### src/design/ttss_pkg.sv
// Shared types and codes for the tick task slot scheduler.
package ttss_pkg;

  // Request operations
  localparam logic OP_ATTACH = 1'b0;
  localparam logic OP_TICK   = 1'b1;

  // Task types
  localparam logic [1:0] KIND_ONESHOT  = 2'd0;
  localparam logic [1:0] KIND_ALWAYS   = 2'd1;
  localparam logic [1:0] KIND_PERIODIC = 2'd2;

  // Result kinds
  localparam logic [1:0] RK_ATTACHED = 2'd0;
  localparam logic [1:0] RK_REJECTED = 2'd1;
  localparam logic [1:0] RK_DUE      = 2'd2;
  localparam logic [1:0] RK_NONE     = 2'd3;

  // Most due results reported for one tick, and the width of their count
  localparam int MAX_RESULTS = 8;
  localparam int RES_CNT_W   = 4;

  typedef struct packed {
    logic        active;
    logic [1:0]  kind;
    logic [31:0] counter;
    logic [31:0] interval;
  } slot_entry_t;

  typedef struct packed {
    logic        due;
    slot_entry_t next;
  } slot_update_t;

endpackage

### src/design/ttss_slot_update.sv
// Per-slot tick update: due check and counter step by task type.
module ttss_slot_update
  import ttss_pkg::*;
(
  input  slot_entry_t  entry,
  output slot_update_t upd
);

  logic [31:0] inc;

  assign inc = entry.counter + 32'd1;

  // Flag due, step the counter of an active slot and retire an active one-shot slot
  always_comb begin
    upd.due  = entry.active && (entry.counter == 32'd0);
    upd.next = entry;
    if (entry.active) begin
      case (entry.kind)
        KIND_ONESHOT: begin
          upd.next.active  = 1'b0;
          upd.next.counter = 32'd0;
        end
        KIND_ALWAYS: begin
          upd.next.counter = 32'd0;
        end
        KIND_PERIODIC: begin
          upd.next.counter = (inc > entry.interval) ? 32'd0 : inc;
        end
        default: begin
          upd.next.counter = entry.counter;
        end
      endcase
    end
  end

endmodule

### src/design/tick_task_slot_scheduler.sv
// Tick task slot scheduler: slot table in one synchronous memory, walked per tick.
// Attach request: slot written on acceptance; the result is registered from the flush state.
// Tick request: one memory read and write-back per filled slot; output stalls pause the walk.
// One request is in flight at a time.
// Reset clears the fill count and control; slot memory is not cleared.
module tick_task_slot_scheduler
  import ttss_pkg::*;
#(
  parameter int SLOTS = 8
)
(
  input  logic        clk,
  input  logic        rst,
  input  logic        in_valid,
  output logic        in_stall,
  input  logic        opcode,
  input  logic [1:0]  task_type,
  input  logic        task_active,
  input  logic [31:0] tick_interval,
  output logic        out_valid,
  input  logic        out_stall,
  output logic [1:0]  result_kind,
  output logic [2:0]  slot,
  output logic        last
);

  localparam int AW = (SLOTS > 1) ? $clog2(SLOTS) : 1;
  localparam int CW = $clog2(SLOTS + 1);

  localparam logic [1:0] ST_IDLE  = 2'd0;
  localparam logic [1:0] ST_WALK  = 2'd1;
  localparam logic [1:0] ST_FLUSH = 2'd2;

  logic [1:0]           state;
  logic [CW-1:0]        task_count;
  logic [CW-1:0]        nxt;
  logic [AW-1:0]        proc_idx;
  logic                 rd_v;
  logic                 have_pend;
  logic [1:0]           pend_kind;
  logic [2:0]           pend_slot;
  logic [RES_CNT_W-1:0] due_cnt;

  slot_entry_t mem [SLOTS];
  slot_entry_t rd_data;
  slot_entry_t mem_wdata;
  logic        mem_we;
  logic [AW-1:0] mem_waddr;
  logic        mem_re;

  slot_update_t upd;

  logic in_acc;
  logic table_full;
  logic out_free;
  logic due_ok;
  logic need_push;
  logic advance;
  logic walk_done;
  logic out_load;
  logic [1:0] out_kind_next;
  logic [2:0] out_slot_next;
  logic       out_last_next;

  ttss_slot_update u_update (
    .entry (rd_data),
    .upd   (upd)
  );

  assign in_stall   = (state != ST_IDLE);
  assign in_acc     = in_valid && !in_stall;
  assign table_full = (task_count >= CW'(SLOTS));
  assign out_free   = !out_valid || !out_stall;
  assign due_ok     = rd_v && upd.due && (due_cnt < RES_CNT_W'(MAX_RESULTS));
  assign need_push  = due_ok && have_pend;
  assign advance    = (state == ST_WALK) && (!need_push || out_free);
  assign walk_done  = advance && (nxt == task_count);
  assign mem_re     = advance && (nxt < task_count);

  // Select memory write: new slot on attach, write-back during the walk
  always_comb begin
    mem_we    = 1'b0;
    mem_waddr = proc_idx;
    mem_wdata = upd.next;
    if (in_acc && opcode == OP_ATTACH && !table_full) begin
      mem_we             = 1'b1;
      mem_waddr          = task_count[AW-1:0];
      mem_wdata.active   = task_active;
      mem_wdata.kind     = task_type;
      mem_wdata.counter  = 32'd0;
      mem_wdata.interval = tick_interval;
    end else if (advance && rd_v) begin
      mem_we = 1'b1;
    end
  end

  // Slot memory, one write and one registered read per cycle
  always_ff @(posedge clk) begin
    if (mem_we) begin
      mem[mem_waddr] <= mem_wdata;
    end
    if (mem_re) begin
      rd_data <= mem[nxt[AW-1:0]];
    end
  end

  // Choose what goes to the output register
  always_comb begin
    out_load      = 1'b0;
    out_kind_next = pend_kind;
    out_slot_next = pend_slot;
    out_last_next = 1'b0;
    if (advance && need_push) begin
      out_load = 1'b1;
    end else if (state == ST_FLUSH && out_free) begin
      out_load      = 1'b1;
      out_last_next = 1'b1;
      if (!have_pend) begin
        out_kind_next = RK_NONE;
        out_slot_next = 3'd0;
      end
    end
  end

  // Hold the result until taken
  always_ff @(posedge clk) begin
    if (rst) begin
      out_valid <= 1'b0;
    end else if (out_load) begin
      out_valid <= 1'b1;
    end else if (!out_stall) begin
      out_valid <= 1'b0;
    end
  end

  always_ff @(posedge clk) begin
    if (out_load) begin
      result_kind <= out_kind_next;
      slot        <= out_slot_next;
      last        <= out_last_next;
    end
  end

  // Sequence attach and tick requests
  always_ff @(posedge clk) begin
    if (rst) begin
      state      <= ST_IDLE;
      task_count <= '0;
      nxt        <= '0;
      rd_v       <= 1'b0;
      have_pend  <= 1'b0;
      due_cnt    <= '0;
    end else begin
      case (state)
        ST_IDLE: begin
          if (in_acc) begin
            if (opcode == OP_ATTACH) begin
              have_pend <= 1'b1;
              state     <= ST_FLUSH;
              if (!table_full) begin
                task_count <= task_count + CW'(1);
              end
            end else begin
              have_pend <= 1'b0;
              nxt       <= '0;
              rd_v      <= 1'b0;
              due_cnt   <= '0;
              state     <= ST_WALK;
            end
          end
        end
        ST_WALK: begin
          if (advance) begin
            if (due_ok) begin
              have_pend <= 1'b1;
              due_cnt   <= due_cnt + RES_CNT_W'(1);
            end
            rd_v <= mem_re;
            if (mem_re) begin
              nxt <= nxt + CW'(1);
            end
            if (walk_done) begin
              state <= ST_FLUSH;
            end
          end
        end
        ST_FLUSH: begin
          if (out_free) begin
            have_pend <= 1'b0;
            state     <= ST_IDLE;
          end
        end
        default: begin
          state <= ST_IDLE;
        end
      endcase
    end
  end

  // Track the pending result and the slot in process
  always_ff @(posedge clk) begin
    if (in_acc && opcode == OP_ATTACH) begin
      if (!table_full) begin
        pend_kind <= RK_ATTACHED;
        pend_slot <= 3'(task_count);
      end else begin
        pend_kind <= RK_REJECTED;
        pend_slot <= 3'd0;
      end
    end else if (advance && due_ok) begin
      pend_kind <= RK_DUE;
      pend_slot <= 3'(proc_idx);
    end
    if (mem_re) begin
      proc_idx <= nxt[AW-1:0];
    end
  end

`ifndef SYNTHESIS
  a_count_bound : assert property (@(posedge clk) disable iff (rst)
    task_count <= CW'(SLOTS))
    else $error("slot fill count exceeds table size");

  a_idle_no_pend : assert property (@(posedge clk) disable iff (rst)
    state == ST_IDLE |-> !have_pend)
    else $error("pending result left behind in idle");

  a_walk_in_range : assert property (@(posedge clk) disable iff (rst)
    (state == ST_WALK && rd_v) |-> (CW'(proc_idx) < task_count))
    else $error("walk visits an unfilled slot");

  a_due_cap : assert property (@(posedge clk) disable iff (rst)
    due_cnt <= RES_CNT_W'(MAX_RESULTS))
    else $error("due result count exceeds cap");

  a_walk_ends_flush : assert property (@(posedge clk) disable iff (rst)
    (state == ST_WALK && walk_done) |=> state == ST_FLUSH)
    else $error("finished walk did not flush");
`endif

endmodule

### config.mk
export PLATFORM = sky130hd
export DESIGN_NAME = tick_task_slot_scheduler
export DESIGN_NICKNAME = d
export VERILOG_FILES = /design/src/design/ttss_pkg.sv /design/src/design/ttss_slot_update.sv /design/src/design/tick_task_slot_scheduler.sv
export SDC_FILE = /design/constraint.sdc
export NUM_CORES = 1
export LEC_CHECK = 0
export BUFFER_PORTS_ARGS = -buffer_cell sky130_fd_sc_hd__buf_2
export CAP_MARGIN = 20
export CORE_UTILIZATION = 55
export CTS_CLUSTER_DIAMETER = 30
export DETAILED_ROUTE_END_ITERATION = 16
export PLACE_DENSITY_LB_ADDON = 0.08
export SYNTH_ARGS = -nofsm -noshare
export SYNTH_HDL_FRONTEND = slang
export SYNTH_SLANG_ARGS = --single-unit
### constraint.sdc
create_clock -name clk -period 7.38 [get_ports clk]
set_input_delay 1.107 -clock clk [delete_from_list [all_inputs] [get_ports clk]]
set_output_delay 1.107 -clock clk [all_outputs]
set_load 0.03 [all_outputs]
==> run_results.csv <==
group,metric,value,unit
synth,synth-compound-area-share,3.177,%
pwr,switching_share,21.09,%
cts,cts_tree,"yes",
sta,finalSetupViolations,0,
cts,cts_hold_buf,0,
layout,stdcell_area,31200,um^2
critical_path,crit_arrival,5.51,ns
sta,rsz0062_at_grt,"false",
place,gp_congestion,0.8383,
critical_path,worstSetupPathType,"reg -> reg",
cts,clk_pin_slew,0.05,ns
synth,synth_flop_cell,"edfxtp_1",
floorplan,core,46560,um^2
pwr,p_int,7834,uW
run_status,status,"finished, final reports clean",
critical_path,critPathTopFamily,"simple AND/OR/NAND/NOR gates",
critical_path,crit_fanout,14,
floorplan,initial_core_util,55.83,%
floorplan,row_count,79,
pwr,p_switching,2094,uW
critical_path,worst_ep_required_time,7.76,ns
synth,synth_cells,1403,
global_routing,antenna_found_initial,0,
place,dpl-instance-area,26960,um^2
synth,synth-xor-area-share,0.9436,%
route,route.detailed.drc,0,
floorplan,io_pins,48,
sta,slew_headroom,28.95,%
cts,cts_resized,0,
synth,async_flop_share,0,%
global_routing,overflow,0,
route,vias,13400,
sta,slew_viol_final,0,
place,hpwl,30.81,mm
route,finalWirelength,55.92,mm
floorplan,dieHeight,219.4,um
route,viasPerCell,5.985,
pwr,peakVddDrop,302.7,uV
synth,synth_seq_cells,634,
layout,n_antenna_cell,0,
sta,tightest_slew,1.055,ns
critical_path,path_cells,"nand4_1 -> or4_1 -> nor2b_4 -> and3_1 -> nor2b_1 -> or2_2 -> ha_1 -> nand4_1 -> nor4_1 -> and3_1 -> a31oi_1 -> nor3_4 -> buf_16 -> o21ai_1 -> a21oi_1",
critical_path,cp_slowest_stage_delay,0.75,ns
pwr,power_density,318.2,nW/um^2
pwr,pwr-share-comb,3.2,%
sta,timing.fmax,194.7,MHz
synth,synth_seq_area_share,72.60,%
synth,yosys.area_share.adder,2.215,%
cts,cts_max_path_buffers,3,
synth,yosys.area_share.simple,4.675,%
critical_path,slowest_stage,"or4_1",
layout,fillers,3059,
pwr,seqPwrFrac,41.0,%
cts,cts_max_level,3,
synth,synth.area.mux_share,14.67,%
global_routing,gr-usage-all-layers,24.67,%
layout,syn_to_final_growth,20.05,%
critical_path,path_buf_inv,1,
cts,cts_setup_buffers,0,
cts,numCtsBuffers,118,
route,wl_per_cell,24.99,um
sta,finClkSkew,0.03280,ns
synth,synth_warnings,0,
synth,synth.cell_area,25990,um^2
pwr,pwr-share-clk,55.8,%
critical_path,startpoint_type,"flop",
route,drt_iter0_markers,1143,
synth,synth_top_family_by_area,"multiplexers",
cts,cts_root_buf,"clkbuf_16",
pwr,leakage,0.01031,uW
sta,hold_violations,0,
sta,post-route-period-util,69.59,%
synth,syn_avg_cell_area,18.52,um^2
sta,finalSetupTns,0,ns
route,first_pass_iters,5,
global_routing,grt_pass1_wl,85.75,mm
global_routing,grt_pass1_vias,14250,
route,drtAntennaViolNets,0,
place,port_buffers,47,
synth,synth_fp_nets,1489,
floorplan,fp.dieW,219.4,um
global_routing,grt_max_degree,53,
layout,nNetsFinal,1614,
sta,fin_crit,5.136,ns
floorplan,die-area,48130,um^2
run,maxCapViolCount,0,
synth,synth_edf_count,617,
cts,clkLatencyLatePin,0.67,ns
min_path,hold_path_class,"reg -> reg",
cts,cts.sinks,634,
critical_path,reg2reg_setup_slack,2.24,ns
synth,ys_types,55,
critical_path,end_kind,"flop",
layout,drive_above_1_share,30.04,%
[cells by family (layout without fill, tap and decap cells)]
family,Yosys count,count (layout)
mux,205,205
compound gates,134,134
fa+ha+maj,46,46
xor+xnor,28,28
buf+inv,112,340
flops,634,634
simple gates,244,244
[cell type report]
cell class / count / area (um^2) / share of cell area (%)
inverters: 47 / 176.4 / 0.5654
well taps: 607 / 759.5 / 2.434
clock inverters: 97 / 1211 / 3.882
flip-flops and latches: 634 / 18880 / 60.51
repair buffers: 70 / 447.9 / 1.436
multi-input cells: 657 / 6744 / 21.61
clock buffers: 126 / 2983 / 9.560
[metrics by stage]
| stage | total power (uW) | cells | hold slack, ns | util (%) | setup slack [ns] |
|---|---|---|---|---|---|
| global placement | 4442 | 2011 | 0.4705 | 57.86 | 2.183 |
| CTS | 10010 | 2235 | 0.5058 | 66.93 | 2.284 |
| finish | 9928 | 2238 | 0.5048 | 67.02 | 2.244 |
| global route | 10210 | 2238 | 0.5226 | 67.02 | 1.939 |
| floorplan | 4340 | 1403 | 0.4323 | - | 1.868 |
| detailed placement | 4454 | 2012 | 0.4951 | 57.92 | 2.331 |
[worst register-to-register path, cell delays in order, from the launching register on]
cell and delay (ns):
edfxtp_1 0.47, nand4_1 0.19, or4_1 0.75, nor2b_4 0.22, and3_1 0.19, nor2b_1 0.06, or2_2 0.30, ha_1 0.32
nand4_1 0.18, nor4_1 0.41, and3_1 0.23, a31oi_1 0.09, nor3_4 0.65, buf_16 0.23, o21ai_1 0.08, a21oi_1 0.47
[final timing paths]
| check | start | endpoint | cells after the start |
|---|---|---|---|
| worst max-delay path | rd_data[44] | mem[3][58] | 15 |
| worst min-delay path | pend_kind[0] | result_kind[0] | 1 |
| worst max register to register | rd_data[44] | mem[3][58] | 15 |
| worst min register to register | pend_kind[0] | result_kind[0] | 1 |
[routing by layer]
layer / global-route usage (%) / vias to the layer above / wire length (um)
li1: - / 5943 / -
met1: 32.41 / 6938 / 23650
met2: 40.23 / 408 / 27390
met3: 5.031 / 106 / 2996
met4: 10.46 / 0 / 1887
met5: 0 / - / 0
[sequential cells by signal (all words and copies together), names as in the netlist]
name,cells
due_cnt,4
have_pend,1
last,1
mem,536
nxt,4
out_valid,1
pend_kind,2
pend_slot,3
proc_idx,3
rd_data,67
rd_v,1
result_kind,2
slot,3
state,2
task_count,4
[cells in the final DEF, fill, tap and decap left out, types with 23 or more instances in the layout]
cell / n
edfxtp_1: 617
mux4_2: 134
clkbuf_16: 118
nand2_1: 81
mux2_2: 67
nor2_1: 53
o21ai_0: 49
inv_1: 47
buf_2: 47
ha_1: 46
a21oi_1: 27
xnor2_1: 23
[power by group through the flow]
stage / Sequential [uW] / Clock, uW / Combinational [uW]
after floorplan: 4140 / 0 / 195
after global placement: 4140 / 0 / 305
after detailed placement: 4140 / 0 / 314
after CTS: 4070 / 5620 / 316
after global routing: 4080 / 5780 / 349
final: 4070 / 5540 / 315
[cell usage after synthesis (all sizes together), types with 3 or more instances]
cell      n  area (um^2)
o21ai    52        260.3
mux4    134         3018
and4      4        35.03
nor4b     4        35.03
a21oi    27        135.1
nand4    18        112.6
dfxtp    17        340.3
mux2i     4        40.04
and2b     3        22.52
a41oi     3        26.28
ha       46        575.6
a22oi    21        157.7
nand3    17        85.08
a31oi     8        50.05
nor3b     3        22.52
or2       6        37.54
mux2     67        754.5
and2      4        25.02
clkbuf   37        140.1
inv      47        176.4
nand2    81        304.0
nor4      9        71.32
and3      8        50.05
xor2      5        43.79
nor2b     9        63.81
xnor2    23        201.4
buf      28        131.4
edfxtp  617        18530
nor2     62        232.7
a22o      7        61.31
nor3      8        56.31
No activity file was read; power rests on OpenSTA's default activity.
